===== src/rtl/bda_pkg.sv =====
// Shared widths, types and constants of the boxcar decimating averager.
// No dependencies; every other file of the block but bda_queue imports it.
package bda_pkg;

	localparam int SAMPLE_W = 16;
	localparam int MEAN_W   = 16;
	localparam int CFG_W    = 9;

	localparam logic [CFG_W-1:0] FACTOR_RESET = CFG_W'(1);
	localparam logic [CFG_W-1:0] FACTOR_UNITY = CFG_W'(1);

	typedef struct packed {
		logic idle;
		logic done;
	} back_stat_t;

endpackage


===== src/rtl/bda_if.sv =====
// Valid/ready stream interfaces for the sample input and the mean output.
// Depends on bda_pkg for field widths.
interface bda_sample_if;
	import bda_pkg::*;
	logic                valid;
	logic                ready;
	logic [SAMPLE_W-1:0] sample_in;
	modport source (output valid, output sample_in, input ready);
	modport sink   (input valid, input sample_in, output ready);
endinterface

interface bda_mean_if;
	import bda_pkg::*;
	logic              valid;
	logic              ready;
	logic [MEAN_W-1:0] mean_out;
	modport source (output valid, output mean_out, input ready);
	modport sink   (input valid, input mean_out, output ready);
endinterface


===== src/rtl/bda_queue.sv =====
// Short FIFO between the accumulating front end and the dividing back end.
// Depends on nothing but its parameters.
module bda_queue #(
	parameter int W     = 33,
	parameter int DEPTH = 4
) (
	input  logic         clk,
	input  logic         arst_n,
	input  logic         push,
	input  logic [W-1:0] wr_data,
	input  logic         pop,
	output logic [W-1:0] rd_data,
	output logic         full,
	output logic         empty
);
	localparam int PW = (DEPTH > 1) ? $clog2(DEPTH) : 1;
	localparam int CW = $clog2(DEPTH + 1);

	logic [W-1:0]  mem [DEPTH];
	logic [PW-1:0] wr_ptr_q;
	logic [PW-1:0] rd_ptr_q;
	logic [CW-1:0] cnt_q;

	function automatic logic [PW-1:0] nxt(input logic [PW-1:0] p);
		return (p == PW'(DEPTH - 1)) ? '0 : p + PW'(1);
	endfunction

	assign full    = (cnt_q == CW'(DEPTH));
	assign empty   = (cnt_q == '0);
	assign rd_data = mem[rd_ptr_q];

	always_ff @(posedge clk) begin
		if (push) begin
			mem[wr_ptr_q] <= wr_data;
		end
	end

	always_ff @(posedge clk or negedge arst_n) begin
		if (!arst_n) begin
			wr_ptr_q <= '0;
			rd_ptr_q <= '0;
			cnt_q    <= '0;
		end else begin
			if (push) begin
				wr_ptr_q <= nxt(wr_ptr_q);
			end
			if (pop) begin
				rd_ptr_q <= nxt(rd_ptr_q);
			end
			unique case ({push, pop})
				2'b10:   cnt_q <= cnt_q + CW'(1);
				2'b01:   cnt_q <= cnt_q - CW'(1);
				default: cnt_q <= cnt_q;
			endcase
		end
	end
endmodule


===== src/rtl/bda_front.sv =====
// Front end: holds the factor register, accepts samples and accumulates groups.
// Pushes each completed group sum with its factor into the queue; uses bda_pkg.
module bda_front #(
	parameter int MAX_FACTOR = 256,
	parameter int SUM_W      = 24
) (
	input  logic                        clk,
	input  logic                        arst_n,
	input  logic                        cfg_we,
	input  logic [bda_pkg::CFG_W-1:0]   cfg_wdata,
	bda_sample_if.sink                  samples,
	input  logic                        q_full,
	output logic                        q_push,
	output logic [bda_pkg::CFG_W-1:0]   q_factor,
	output logic [SUM_W-1:0]            q_sum
);
	import bda_pkg::*;

	localparam int CNT_W = (MAX_FACTOR > 2) ? $clog2(MAX_FACTOR) : 1;
	localparam int CMP_W = ((CNT_W > CFG_W) ? CNT_W : CFG_W) + 1;
	localparam int SAT   = (MAX_FACTOR < 511) ? MAX_FACTOR : 511;

	logic [CFG_W-1:0] factor_q;
	logic [SUM_W-1:0] sum_q;
	logic [CNT_W-1:0] cnt_q;
	logic [CFG_W-1:0] eff_factor;
	logic [SUM_W-1:0] sum_next;
	logic             accept;
	logic             last;

	always_comb begin
		eff_factor = factor_q;
		if (eff_factor == '0) begin
			eff_factor = FACTOR_UNITY;
		end else if (eff_factor > CFG_W'(SAT)) begin
			eff_factor = CFG_W'(SAT);
		end
	end

	assign samples.ready = !q_full;
	assign accept        = samples.valid && samples.ready;
	assign sum_next      = sum_q + SUM_W'(samples.sample_in);
	assign last          = (CMP_W'(cnt_q) + CMP_W'(1)) >= CMP_W'(eff_factor);

	assign q_push   = accept && last;
	assign q_factor = eff_factor;
	assign q_sum    = sum_next;

	always_ff @(posedge clk or negedge arst_n) begin
		if (!arst_n) begin
			factor_q <= FACTOR_RESET;
			sum_q    <= '0;
			cnt_q    <= '0;
		end else if (cfg_we) begin
			factor_q <= cfg_wdata;
			sum_q    <= '0;
			cnt_q    <= '0;
		end else if (accept) begin
			if (last) begin
				sum_q <= '0;
				cnt_q <= '0;
			end else begin
				sum_q <= sum_next;
				cnt_q <= cnt_q + CNT_W'(1);
			end
		end
	end
endmodule


===== src/rtl/bda_back.sv =====
// Back end: pops group sums, divides by the factor one quotient bit a cycle,
// rounds, and holds the mean in the output register; uses bda_pkg.
module bda_back #(
	parameter int SUM_W = 24
) (
	input  logic                        clk,
	input  logic                        arst_n,
	input  logic                        q_empty,
	input  logic [bda_pkg::CFG_W-1:0]   q_factor,
	input  logic [SUM_W-1:0]            q_sum,
	output logic                        q_pop,
	bda_mean_if.source                  means,
	output bda_pkg::back_stat_t         stat
);
	import bda_pkg::*;

	localparam int BW = $clog2(SUM_W);

	typedef enum logic [1:0] {
		IDLE,
		DIV,
		DONE
	} state_t;

	state_t           state_q;
	logic [SUM_W-1:0] dvd_q;
	logic [SUM_W-1:0] quo_q;
	logic [CFG_W-1:0] rem_q;
	logic [CFG_W-1:0] fac_q;
	logic [BW-1:0]    bit_q;
	logic             out_valid_q;
	logic [MEAN_W-1:0] mean_q;

	logic [CFG_W:0]    rem_sh;
	logic              q_bit;
	logic [CFG_W:0]    rem_sub;
	logic              round_up;
	logic [MEAN_W-1:0] mean_next;
	logic              slot_free;
	logic              load_mean;

	assign rem_sh    = {rem_q, dvd_q[SUM_W-1]};
	assign q_bit     = rem_sh >= {1'b0, fac_q};
	assign rem_sub   = rem_sh - {1'b0, fac_q};
	assign round_up  = rem_q > (fac_q >> 1);
	assign mean_next = quo_q[MEAN_W-1:0] + MEAN_W'(round_up);
	assign slot_free = !out_valid_q || means.ready;
	assign load_mean = (state_q == DONE) && slot_free;

	assign q_pop          = (state_q == IDLE) && !q_empty;
	assign means.valid    = out_valid_q;
	assign means.mean_out = mean_q;
	assign stat.idle      = (state_q == IDLE);
	assign stat.done      = (state_q == DONE);

	always_ff @(posedge clk or negedge arst_n) begin
		if (!arst_n) begin
			state_q     <= IDLE;
			out_valid_q <= 1'b0;
			dvd_q       <= '0;
			quo_q       <= '0;
			rem_q       <= '0;
			fac_q       <= FACTOR_UNITY;
			bit_q       <= '0;
			mean_q      <= '0;
		end else begin
			if (load_mean) begin
				out_valid_q <= 1'b1;
			end else if (means.ready) begin
				out_valid_q <= 1'b0;
			end
			unique case (state_q)
				IDLE: begin
					if (!q_empty) begin
						fac_q <= q_factor;
						rem_q <= '0;
						if (q_factor == FACTOR_UNITY) begin
							quo_q   <= q_sum;
							state_q <= DONE;
						end else begin
							dvd_q   <= q_sum;
							bit_q   <= BW'(SUM_W - 1);
							state_q <= DIV;
						end
					end
				end
				DIV: begin
					rem_q <= q_bit ? rem_sub[CFG_W-1:0] : rem_sh[CFG_W-1:0];
					quo_q <= {quo_q[SUM_W-2:0], q_bit};
					dvd_q <= {dvd_q[SUM_W-2:0], 1'b0};
					bit_q <= bit_q - BW'(1);
					if (bit_q == '0) begin
						state_q <= DONE;
					end
				end
				DONE: begin
					if (load_mean) begin
						mean_q  <= mean_next;
						state_q <= IDLE;
					end
				end
				default: state_q <= IDLE;
			endcase
		end
	end
endmodule


===== src/rtl/boxcar_decimating_averager_core.sv =====
// Top level of the boxcar decimating averager: front end, queue, back end.
// Depends on bda_pkg, bda_if, bda_front, bda_queue and bda_back.
//
// Usage: samples arrive as beats on the samples channel (16-bit unsigned,
// valid/ready). Every decimation_factor beats form one group; at the end of
// a group one rounded mean leaves as a beat on the means channel. The factor
// is written through cfg_we/cfg_wdata while the block is idle; a write
// discards any partial group. Factor 0 acts as 1, values above MAX_FACTOR
// saturate.
// Throughput: the front end takes one sample beat per cycle as long as the
// queue has room. The back end divides with a radix-2 restoring divider,
// one quotient bit per cycle, and pops the next group only once the mean
// of the last is loaded; a factor of 1 skips the divider. Reset clears the
// partial group, empties the queue and the output register and sets the
// factor to 1. When the receiver stalls the mean holds in the output
// register, the back end then stalls, the queue fills and the samples
// channel drops ready.
module boxcar_decimating_averager_core #(
	parameter int MAX_FACTOR = 256
) (
	input  logic                      clk,
	input  logic                      arst_n,
	input  logic                      cfg_we,
	input  logic [bda_pkg::CFG_W-1:0] cfg_wdata,
	bda_sample_if.sink                samples,
	bda_mean_if.source                means
);
	import bda_pkg::*;

	localparam int SUM_W   = SAMPLE_W + ((MAX_FACTOR > 2) ? $clog2(MAX_FACTOR) : 1);
	localparam int Q_DEPTH = 4;
	localparam int QW      = CFG_W + SUM_W;

	logic             q_push;
	logic             q_pop;
	logic             q_full;
	logic             q_empty;
	logic [CFG_W-1:0] wr_factor;
	logic [SUM_W-1:0] wr_sum;
	logic [QW-1:0]    rd_data;
	back_stat_t       stat;

	bda_front #(
		.MAX_FACTOR (MAX_FACTOR),
		.SUM_W      (SUM_W)
	) u_front (
		.clk       (clk),
		.arst_n    (arst_n),
		.cfg_we    (cfg_we),
		.cfg_wdata (cfg_wdata),
		.samples   (samples),
		.q_full    (q_full),
		.q_push    (q_push),
		.q_factor  (wr_factor),
		.q_sum     (wr_sum)
	);

	bda_queue #(
		.W     (QW),
		.DEPTH (Q_DEPTH)
	) u_queue (
		.clk     (clk),
		.arst_n  (arst_n),
		.push    (q_push),
		.wr_data ({wr_factor, wr_sum}),
		.pop     (q_pop),
		.rd_data (rd_data),
		.full    (q_full),
		.empty   (q_empty)
	);

	bda_back #(
		.SUM_W (SUM_W)
	) u_back (
		.clk      (clk),
		.arst_n   (arst_n),
		.q_empty  (q_empty),
		.q_factor (rd_data[QW-1:SUM_W]),
		.q_sum    (rd_data[SUM_W-1:0]),
		.q_pop    (q_pop),
		.means    (means),
		.stat     (stat)
	);

	a_no_overflow: assert property (@(posedge clk) disable iff (!arst_n)
		q_push |-> !q_full)
		else $error("group pushed into a full queue");

	a_no_underflow: assert property (@(posedge clk) disable iff (!arst_n)
		q_pop |-> !q_empty && stat.idle)
		else $error("queue popped while empty or back end busy");

	a_mean_from_done: assert property (@(posedge clk) disable iff (!arst_n)
		$rose(means.valid) |-> $past(stat.done))
		else $error("mean became valid without a finished division");
endmodule


===== src/flat_wrapper.sv =====
// flat-port wrapper written by rule: the top's interface ports become plain ports
module boxcar_decimating_averager_core_flat import bda_pkg::*;
#(
	parameter int MAX_FACTOR = 256
)
  (clk, arst_n, cfg_we, cfg_wdata, samples_valid, samples_sample_in, samples_ready, means_valid, means_mean_out, means_ready);
  bda_sample_if samples_i ();
  bda_mean_if means_i ();
  input  logic clk;
  input  logic arst_n;
  input  logic cfg_we;
  input  logic [bda_pkg::CFG_W-1:0] cfg_wdata;
  input wire logic [$bits(samples_i.valid)-1:0] samples_valid;
  input wire logic [$bits(samples_i.sample_in)-1:0] samples_sample_in;
  output wire logic [$bits(samples_i.ready)-1:0] samples_ready;
  output wire logic [$bits(means_i.valid)-1:0] means_valid;
  output wire logic [$bits(means_i.mean_out)-1:0] means_mean_out;
  input wire logic [$bits(means_i.ready)-1:0] means_ready;
  assign samples_i.valid = samples_valid;
  assign samples_i.sample_in = samples_sample_in;
  assign samples_ready = samples_i.ready;
  assign means_valid = means_i.valid;
  assign means_mean_out = means_i.mean_out;
  assign means_i.ready = means_ready;
  boxcar_decimating_averager_core #(.MAX_FACTOR(MAX_FACTOR)) u_core (.clk(clk), .arst_n(arst_n), .cfg_we(cfg_we), .cfg_wdata(cfg_wdata), .samples(samples_i), .means(means_i));
endmodule

===== config.mk =====
export PLATFORM = sky130hd
export DESIGN_NAME = boxcar_decimating_averager_core_flat
export DESIGN_NICKNAME = d
export VERILOG_FILES = /design/src/rtl/bda_pkg.sv /design/src/rtl/bda_if.sv /design/src/rtl/bda_queue.sv /design/src/rtl/bda_front.sv /design/src/rtl/bda_back.sv /design/src/rtl/boxcar_decimating_averager_core.sv /design/src/flat_wrapper.sv
export SDC_FILE = /design/constraint.sdc
export NUM_CORES = 1
export LEC_CHECK = 0
export ABC_AREA = 1
export BUFFER_PORTS_ARGS = -buffer_cell sky130_fd_sc_hd__buf_4
export CAP_MARGIN = 20
export CORE_MARGIN = 8
export CORE_UTILIZATION = 30
export CTS_CLUSTER_DIAMETER = 100
export DETAILED_ROUTE_END_ITERATION = 12
export SLEW_MARGIN = 20
export SYNTH_ARGS = -nofsm -noshare
export SYNTH_HDL_FRONTEND = slang
export SYNTH_SLANG_ARGS = --single-unit

===== constraint.sdc =====
create_clock -name clk -period 7.7 [get_ports clk]
set_clock_uncertainty 0.2 [all_clocks]
set_input_delay 1.54 -clock clk [delete_from_list [all_inputs] [get_ports clk]]
set_output_delay 1.54 -clock clk [all_outputs]
set_load 0.03 [all_outputs]

# Word level (Yosys, flattened, before mapping)

Memory sizes are Yosys's and may differ from the RTL's.
Index checks and enable logic that the tools add are counted.
W data, S select, Z words.

Output and inout bits: 18
Bits in writable memories: 132
Logic and storage cells: 97
Input bits: 30
Register bits: 130
Memories kept: 1

Order comparisons: 4
Muxes and demuxes: 32
$add $sub $neg: 10
Equality and inequality tests: 13
Reduce and logical (&&, ||, !) cells: 22
Bitwise logic cells: 1

Memories:

| memory             | depth | width | rd ports | clocked after Yosys merged registers in | wr ports | RTL line        | text |
|---|---|---|---|---|---|---|---|
| u_core.u_queue.mem | 4     | 33    | 1        | 0                                       | 1        | bda_queue.sv:19 | `logic [W-1:0] mem [DEPTH];` |

Operators by type and width:

| kind                  | count |
|---|---|
| $mux W24              | 5 |
| $pmux W24 S2          | 1 |
| $mux W9               | 4 |
| $mux W16              | 2 |
| $pmux W16 S2          | 1 |
| $add A24 B16 Y24      | 1 |
| $mux W8               | 3 |
| $pmux W9 S2           | 1 |
| $add A16 B1 Y16       | 1 |
| $mux W2               | 6 |
| $ge A10 B9 Y1         | 1 |
| $mux W5               | 2 |
| $ne A2 B2 Y1 const B  | 5 |
| $pmux W5 S2           | 1 |
| $add A8 B1 Y9 const B | 1 |
| $eq A9 B1 Y1 const B  | 1 |
| $ge A9 B9 Y1          | 1 |
| $gt A9 B8 Y1          | 1 |
| $gt A9 B9 Y1 const B  | 1 |
| $logic_not A9 Y1      | 1 |
| $reduce_and A3 Y1     | 3 |
| $sub A9 B9 Y9         | 1 |
| $add A8 B1 Y8 const B | 1 |
| $eq A2 B2 Y1 const B  | 4 |
| other kinds (18)      | 33 |

# Longest topological paths before layout

Gate-level depths: netlist (run 1).

Word-level depth: 7
Depth in mapped cells: 19
Depth with buffers taken out: 19

# Hierarchy

From an unflattened synthesis (run 1), not the netlist that was laid out.

Cells, all modules: 1,643
Area total of the unflattened synthesis: 14,129.8 um^2

By module, submodules not included:

| module    | area an instance (um^2) | seq. area each (um^2) | cells an instance | instances |
|---|---|---|---|---|
| bda_queue | 5,893.2                 | 4,139.0               | 438               | 1 |
| bda_back  | 4,758.3                 | 2,053.2               | 645               | 1 |
| bda_front | 3,478.3                 | 1,027.2               | 560               | 1 |

# Worst setup path after synthesis (run 1)

No wires, ideal clock.

Path kind: flip-flop to flip-flop
Start point: reg u_core.u_front.cnt_q[2]
End point: mem u_core.u_queue.mem[0][0], enable pin
Setup slack: 3.711 ns
Path buffers: 0
Period minus slack after synthesis: 3.989 ns
Required time: 7.077 ns
Arrival: 3.366 ns
Cell stages (with the launch flop): 15
Library setup time: 0.423 ns
Path through: dfrtp_1 inv_1 nor3_1 nand4_1 nor2_1 nand2_1 nand2_1 inv_1 ha_1 nand2_1 nor2_1 nand3b_1 nand4_1 nand2_1 nor2_1

Word-level cells in the longest chain between the ends: 5

Ends and longest elaborated chain:

| what                          | RTL line        | text |
|---|---|---|
| from (decl)                   | bda_front.sv:25 | `logic [CNT_W-1:0] cnt_q;` |
| from (signal assigned)        | bda_front.sv:64 | `cnt_q <= cnt_q + CNT_W'(1);` |
| $add A8 B1 Y9                 | bda_front.sv:43 | `assign last = (CMP_W'(cnt_q) + CMP_W'(1)) >= CMP_W'(eff_factor);` |
| $ge A9 B9 Y1                  | bda_front.sv:43 |  |
| $logic_and A1 B1 Y1           | bda_front.sv:45 | `assign q_push = accept && last;` |
| $mux W1                       | bda_queue.sv:33 | `if (push) begin` |
| $mux W1 (not written as such) | bda_queue.sv:34 | `mem[wr_ptr_q] <= wr_data;` |
| to (decl)                     | bda_queue.sv:19 |  |

No other way between the ends.

# Worst setup path in the final report (run 1)

Start point: reg u_core.u_queue.rd_ptr_q[0]
End point: reg u_core.u_back.dvd_q[5]

Word-level cells in the longest chain between the ends: 4
Elaborated cells between the ends (all ways): 7
Classes of those cells: eq/ne (2); mux (3); reduce/logical (1); memory (1)

Ends and longest elaborated chain:

| what                                                                      | RTL line        | text |
|---|---|---|
| from (decl)                                                               | bda_queue.sv:21 | `logic [PW-1:0] rd_ptr_q;` |
| from (signal assigned)                                                    | bda_queue.sv:48 | `rd_ptr_q <= nxt(rd_ptr_q);` |
| $mem_v2 Z4 W33 *                                                          | --              |  |
| $eq A9 B1 Y1 / $mux W24 (equally long branches)                           | bda_back.sv:77  | `if (q_factor == FACTOR_UNITY) begin` |
| $ne A2 B2 Y1 (no source line) / $mux W24 (equally long branches)          | --              |  |
| $reduce_and A3 Y1 (no source line) / $pmux W24 S2 (equally long branches) | --              |  |
| to (signal assigned)                                                      | bda_back.sv:81  | `dvd_q <= q_sum;` |
| to (signal assigned)                                                      | bda_back.sv:90  | `dvd_q <= {dvd_q[SUM_W-2:0], 1'b0};` |
| to (decl)                                                                 | bda_back.sv:26  | `logic [SUM_W-1:0] dvd_q;` |

Every way passes the cells marked *; elsewhere a longest branch is shown, timed or not. The select of a mux whose other input is x is not followed.
A chain may end at the register's enable or synchronous reset.

==> results.sh, run 1 <==
export IMPL_outcome="finished clean"
export IMPL_worst_pin_slew_ps=1000
export IMPL_grt_pass1_vias=9632
export IMPL_synth_area_leaders="edfxtp_1, dfrtp_1, nand2_1"
export IMPL_rrSetupSlack_ps=3370
export IMPL_reg2regPathDepth=14
export IMPL_fillerInstances=4395
export IMPL_grt_first_pass_wirelength_mm=49.3
export IMPL_r2r_end="u_core.u_back.dvd_q[5]"
export IMPL_grt_usage_pct=11.7
export IMPL_synth_cell_type_count=34
export IMPL_p_total_w=0.00584
export IMPL_clk_path_buf_depth=3
export IMPL_setup_tns_ps=0
export IMPL_die_x_um=225
export IMPL_multi_input_area_um2=5130
export IMPL_ios=48
export IMPL_max_cap_violations=0
export IMPL_grt_max_degree=89
export IMPL_grt_antenna_before_repair=0
export IMPL_synth_largest_area_cell="edfxtp_1"
export IMPL_grt_ovfl_total=0
export IMPL_cts_hold_buf=0
export IMPL_syn_nets=1559
export IMPL_mostFrequentLayoutCells="nand2_1, edfxtp_1, dfrtp_1"
export IMPL_routed_top_layer="met4"
export IMPL_core_rowCount=76
export IMPL_crit_required_ps=7920
export IMPL_drc_errors=0
export IMPL_critPathMaxFanout=69
export IMPL_maxSlewHeadroom_pct=33.2
export IMPL_n_antenna_cell=0
export IMPL_start_kind="register"
export IMPL_period_share_pct=56.3
export IMPL_netlist_area_leader_share_pct=30.3
export IMPL_rsz0062_at_grt="false"
export IMPL_cts_made_buffers=29
export IMPL_vias_per_cell=4.63
export IMPL_start_util_pct=30.3
export IMPL_wl_met2_mm=13.1
export IMPL_worstHoldStart="u_core.u_back.dvd_q[14]"
export IMPL_drt_total_wl_mm=29.8
export IMPL_wl_met3_mm=1.37
export IMPL_yosys_register_bits=262
export IMPL_ys_warn_count=0
export IMPL_num_vias=9839
export IMPL_routabilityCongestion=0.890
export IMPL_drt_wirelength_per_cell_um=14.0
export IMPL_r2r_start="u_core.u_queue.rd_ptr_q[0]"
export IMPL_period_minus_slack_ps=4330
export IMPL_ant_nets=0
export IMPL_async_flop_share_pct=49.6
export IMPL_final_seq_area_um2=7220
export IMPL_seq_area_frac_synth_pct=55.3
export IMPL_crit_path_end_kind="register"
export IMPL_power_density_nw_per_um2=392
export IMPL_drive_above_1_share_pct=7.41
export IMPL_hold_viol_final=0
export IMPL_hold_path_class="register to register"
export IMPL_netlist_instances=1480
export IMPL_clk_insertion_delay_late_ps=560
export IMPL_cts_resized_gates=0
export IMPL_synth_main_ff_cell="edfxtp_1"
export IMPL_setup_viol_count_final=0
export IMPL_fmax_ghz=0.231
export IMPL_worstPathArrival_ps=4560
export IMPL_dieArea_um2=50500
export IMPL_synth_edff_count=132
export IMPL_slew_violations=0
export IMPL_nets=1597
export IMPL_cts_root_buf="clkbuf_16"
export IMPL_dp_hpwl_mm=20.0
export IMPL_drtIter0Drc=707
export IMPL_cts_tree="yes"
export IMPL_clkSinkCount=262
export IMPL_syn_to_final_growth_pct=14.0
export IMPL_hold_path_depth=2
export IMPL_portBuffers=47
export IMPL_cts_setup_buffers=0
export IMPL_path_class="register to register"
export IMPL_final_common_cell="nand2_1"
export IMPL_clk_pin_slew_ps=60
export IMPL_ir_worst_vdd_v=0.000162
export IMPL_min_to="u_core.u_back.dvd_q[14]"
export IMPL_fp_coreArea_um2=43100
export IMPL_h_tree_depth=1
export IMPL_dr_pass1_iters=5
export IMPL_syn_area_um2=13100
export IMPL_syn_avg_cell_area_um2=8.83
export IMPL_drt_met1_wl_mm=14.7
export IMPL_p_leak_nw=6.65
export IMPL_dieHeight_um=225
## area by class of cell
cell class | count | area share (%)
Clock buffer | 36 | 5.05
Sequential cell | 262 | 48.5
Timing Repair Buffer | 60 | 3.13
Tap cell | 585 | 4.91
Multi-Input combinational cell | 1038 | 34.5
Inverter | 127 | 3.20
Clock inverter | 16 | 0.756
## power by group
part | switching, W | total [W] | internal (W)
Clock | 0.000555 | 0.00128 | 0.000724
Combinational | 0.00169 | 0.00250 | 0.000812
Sequential | 0.000189 | 0.00206 | 0.00187
## stage by stage
stage               util [%]  worst slack, ps  cells  hold WS (ps)  area [um2]
finish                  34.6             3370   2124           269       14900
global route            34.6             2890   2124           297       14900
CTS                     34.5             3060   2123           274       14900
detailed placement      32.5             3070   2071           259       14000
global placement        32.5             3250   2071           255       14000
floorplan                  -             3710   1480           242       13100
## cell usage after synthesis, types with 3 or more instances
cell type / n
a21boi_0: 6
a21oi_1: 37
and2_1: 11
buf_1: 3
buf_2: 16
buf_6: 3
clkbuf_1: 29
dfrtp_1: 128
edfxtp_1: 132
fa_1: 3
ha_1: 46
inv_1: 124
nand2_1: 460
nand3_1: 93
nand3b_1: 3
nand4_1: 21
nor2_1: 130
nor3_1: 10
o21a_1: 11
o21ai_0: 116
o21ai_1: 18
o22ai_1: 29
or2_2: 4
xnor2_1: 7
xor2_1: 25
## state kept, by name (all words and copies together), names as in the netlist
name	count
u_core.u_front.sum_q	24
u_core.u_front.factor_q	9
u_core.u_back.bit_q	5
u_core.u_back.dvd_q	24
u_core.u_front.cnt_q	8
u_core.u_queue.wr_ptr_q	2
u_core.u_back.quo_q	16
u_core.u_back.means.mean_out	16
u_core.u_back.means.valid	1
u_core.u_back.state_q	2
u_core.u_back.fac_q	9
u_core.u_queue.rd_ptr_q	2
u_core.u_queue.mem	132
u_core.u_queue.cnt_q	3
u_core.u_back.rem_q	9
## worst max-delay path by stage
stage | startpoint | to | slack, ps | cells past startpoint
6_report | u_core.u_queue.rd_ptr_q[0] | u_core.u_back.dvd_q[5] | 3370 | 14
3_5_place_dp | u_core.u_queue.rd_ptr_q[0] | u_core.u_back.dvd_q[18] | 3070 | 13
3_3_place_gp | u_core.u_queue.rd_ptr_q[0] | u_core.u_back.dvd_q[0] | 3250 | 13
5_1_grt | u_core.u_queue.rd_ptr_q[0] | u_core.u_back.dvd_q[20] | 2890 | 14
4_1_cts | u_core.u_queue.rd_ptr_q[0] | u_core.u_back.dvd_q[5] | 3060 | 13
2_1_floorplan | u_core.u_front.cnt_q[2] | u_core.u_queue.mem[0][0] | 3710 | 14
## critical path, stage by stage (launching register included)
cell and delay [ps]:
dfrtp_2 380, buf_4 330, inv_2 390, buf_12 260
nand2_1 70, nand2_1 60, nand2_1 40, o21ai_1 130
nor2_1 70, nand3_1 150, nand2_2 100, nand2_1 750
nand2_1 890, nand2_1 240, nand2_1 80
## layer usage
layer,track usage [%],vias to the layer above
met4,3.10,0
met1,16.3,4621
met3,2.25,49
met5,0,-
met2,18.6,200
li1,-,4969
## kinds of logic (layout without fill, tap and decap cells)
logic type | Yosys count | count (layout) | share of synthesized area [%]
AND/OR/NAND/NOR | 733 | 733 | 22.8
XOR/XNOR | 32 | 32 | 2.15
flip-flops | 262 | 262 | 55.3
adder cells (fa/ha/maj) | 49 | 49 | 4.86
buffers and inverters | 180 | 239 | 5.55
AO/OA/AOI/OAI | 224 | 224 | 9.34
(Power assumes the default switching activity.)
==> inputs of run 2 (changes only) <==
- clock period: 7.7 -> 4 ns (I/O delays scaled with it)
==> run 2 against run 1 <==
  * Power is 98% higher
  * Critical path depth is 2 higher
  * Global-route usage hardly changed
  * Clock-buffer cell count is 5 higher
  * Die area stayed put
  * Hold slack worse by 12 ps
  * Largest cell class unchanged
  * Largest power group unchanged
  * Highest routed layer unchanged
==> results.sh, run 2 (same netlist as run 1, synthesis figures left out) <==
export IMPL_grt_usage_pct=11.7
export IMPL_fmax_ghz=0.288
export IMPL_ant_nets=0
export IMPL_pre_cts_slack_ps=573
export IMPL_worstPathArrival_ps=3700
export IMPL_fp_coreArea_um2=43100
export IMPL_cpMaxStageDelayCell="dfrtp_1"
export IMPL_drtIter0Drc=680
export IMPL_period_share_pct=86.7
export IMPL_power_density_nw_per_um2=763
export IMPL_drc_errors=0
export IMPL_core_rowCount=76
export IMPL_mostFrequentLayoutCells="nand2_1, edfxtp_1, dfrtp_1"
export IMPL_dieArea_um2=50500
export IMPL_dp_hpwl_mm=20.4
export IMPL_crit_required_ps=4230
export IMPL_start_kind="register"
export IMPL_vias_per_cell=4.60
export IMPL_final_common_cell="nand2_1"
export IMPL_cpMostUsedCell="ha_1"
export IMPL_rsz0062_at_grt="false"
export IMPL_ir_worst_vdd_v=0.000349
export IMPL_path_class="register to register"
export IMPL_die_x_um=225
export IMPL_setup_ws_ps=532
export IMPL_slew_violations=0
export IMPL_dieHeight_um=225
export IMPL_portBuffers=47
export IMPL_hold_viol_final=0
export IMPL_p_total_w=0.0115
export IMPL_grt_pass1_vias=9512
export IMPL_max_stage_delay_ps=380
export IMPL_syn_to_final_growth_pct=15.8
export IMPL_dr_pass1_iters=5
export IMPL_path_buf_inv=2
export IMPL_n_antenna_cell=0
export IMPL_cts_setup_buffers=0
export IMPL_final_core_util_pct=35.1
export IMPL_critPathMaxFanout=3
export IMPL_max_cap_violations=0
export IMPL_p_leak_nw=6.76
export IMPL_drive_above_1_share_pct=8.39
export IMPL_start_util_pct=30.3
export IMPL_outcome="finished clean"
export IMPL_grt_max_degree=56
export IMPL_cts_tree="yes"
export IMPL_crit_path_end_kind="register"
export IMPL_routabilityCongestion=0.882
export IMPL_setup_viol_count_final=0
export IMPL_reg_top3="u_core.u_queue.mem x132, u_core.u_back.dvd_q x24, u_core.u_front.sum_q x24"
export IMPL_worst_pin_slew_ps=965
export IMPL_nets=1606
export IMPL_grt_ovfl_total=0
export IMPL_ios=48
export IMPL_grt_antenna_before_repair=0
export IMPL_setup_tns_ps=0
export IMPL_clk_path_buf_depth=3
export IMPL_drt_total_wl_mm=30.0
export IMPL_clk_pin_slew_ps=60
export IMPL_largest_reg_flops=132
export IMPL_clk_insertion_delay_late_ps=560
export IMPL_path_cells="ha_1 -> nand3_1 -> nor3_1 -> xor2_1 -> inv_1 -> ha_1 -> a21oi_1 -> o21a_1 -> nand4_1 -> nand2_1 -> ha_1 -> inv_1 -> fa_1 -> a21oi_1 -> o21ai_0 -> xor2_1"
export IMPL_clkSinkCount=262
export IMPL_cts_made_buffers=29
export IMPL_top_register="u_core.u_queue.mem"
export IMPL_num_vias=9828
export IMPL_crit_family="adder cells"
export IMPL_maxSlewHeadroom_pct=35.3
export IMPL_grt_first_pass_wirelength_mm=49.3
export IMPL_cts_root_buf="clkbuf_16"
export IMPL_drt_wirelength_per_cell_um=14.0
export IMPL_h_tree_depth=1
export IMPL_hold_path_class="input pin to register"
export IMPL_period_minus_slack_ps=3470
==> run 2: cell count changes in the layout (fill, tap and decap cells not counted), sizes merged <==
cell,change
buf,+8
clkinv,-7
clkbuf,+5
bufinv,+2
clkinvlp,+1
dlygate4sd3,+1
inv,+1
==> run 2: worst min-delay path, delay by kind of cell <==
kind | cells | cell delay (ps)
AO/OA/AOI/OAI | 1 | 60
buffers and inverters | 1 | 80
AND/OR/NAND/NOR | 1 | 40
==> run 2: cell type report <==
| class | instances | area [um2] |
|---|---|---|
| Clock buffer | 41 | 821 |
| Clock inverter | 13 | 155 |
| Fill cell | 4395 | 28000 |
| Inverter | 127 | 477 |
| Multi-Input combinational cell | 1038 | 5130 |
| Sequential cell | 262 | 7220 |
| Tap cell | 585 | 732 |
| Timing Repair Buffer | 69 | 587 |
==> run 2: what timing repair did <==
action | in CTS | in global routing
hold endpoints to repair | 9 | 0
gates resized for setup | 0 | 0
hold buffers | 1 | 0
==> run 2: power breakdown <==
group / internal [W] / switching (W)
clock network: 0.00162 / 0.00109
registers: 0.00359 / 0.000393
logic: 0.00160 / 0.00324
total: 0.00682 / 0.00472
==> run 2: per-stage QoR <==
stage / hold slack, ps / instance area [um2] / instances
floorplan: 242 / 13100 / 1480
global placement: 254 / 14100 / 2080
detailed placement: 259 / 14100 / 2080
CTS: 225 / 15100 / 2135
global route: 251 / 15100 / 2135
finish: 257 / 15100 / 2135
==> run 2: path summary, 6_finish.rpt <==
| check | endpoint | start | slack (ps) | cells past startpoint |
|---|---|---|---|---|
| max | u_core.u_queue.cnt_q[2] | u_core.u_front.cnt_q[0] | 530 | 16 |
| min | u_core.u_front.factor_q[4] | cfg_wdata[4] | 260 | 3 |
| max reg2reg | u_core.u_queue.cnt_q[2] | u_core.u_front.cnt_q[0] | 530 | 16 |
| min reg2reg | u_core.u_back.dvd_q[4] | u_core.u_back.dvd_q[4] | 270 | 2 |
| max in group asynchronous | u_core.u_front.factor_q[0] | arst_n | 2260 | 3 |
| min in group asynchronous | u_core.u_front.sum_q[10] | arst_n | 550 | 2 |
==> run 2: per-layer routing <==
metal	vias to the layer above	share of wire [%]	wire length [um]	global-route usage (%)
met5	-	0	0	0
met4	0	2.2	662	2.70
met3	44	4.4	1330	2.16
met2	167	45	13400	18.7
met1	4632	49	14600	16.4
li1	4985	-	-	-
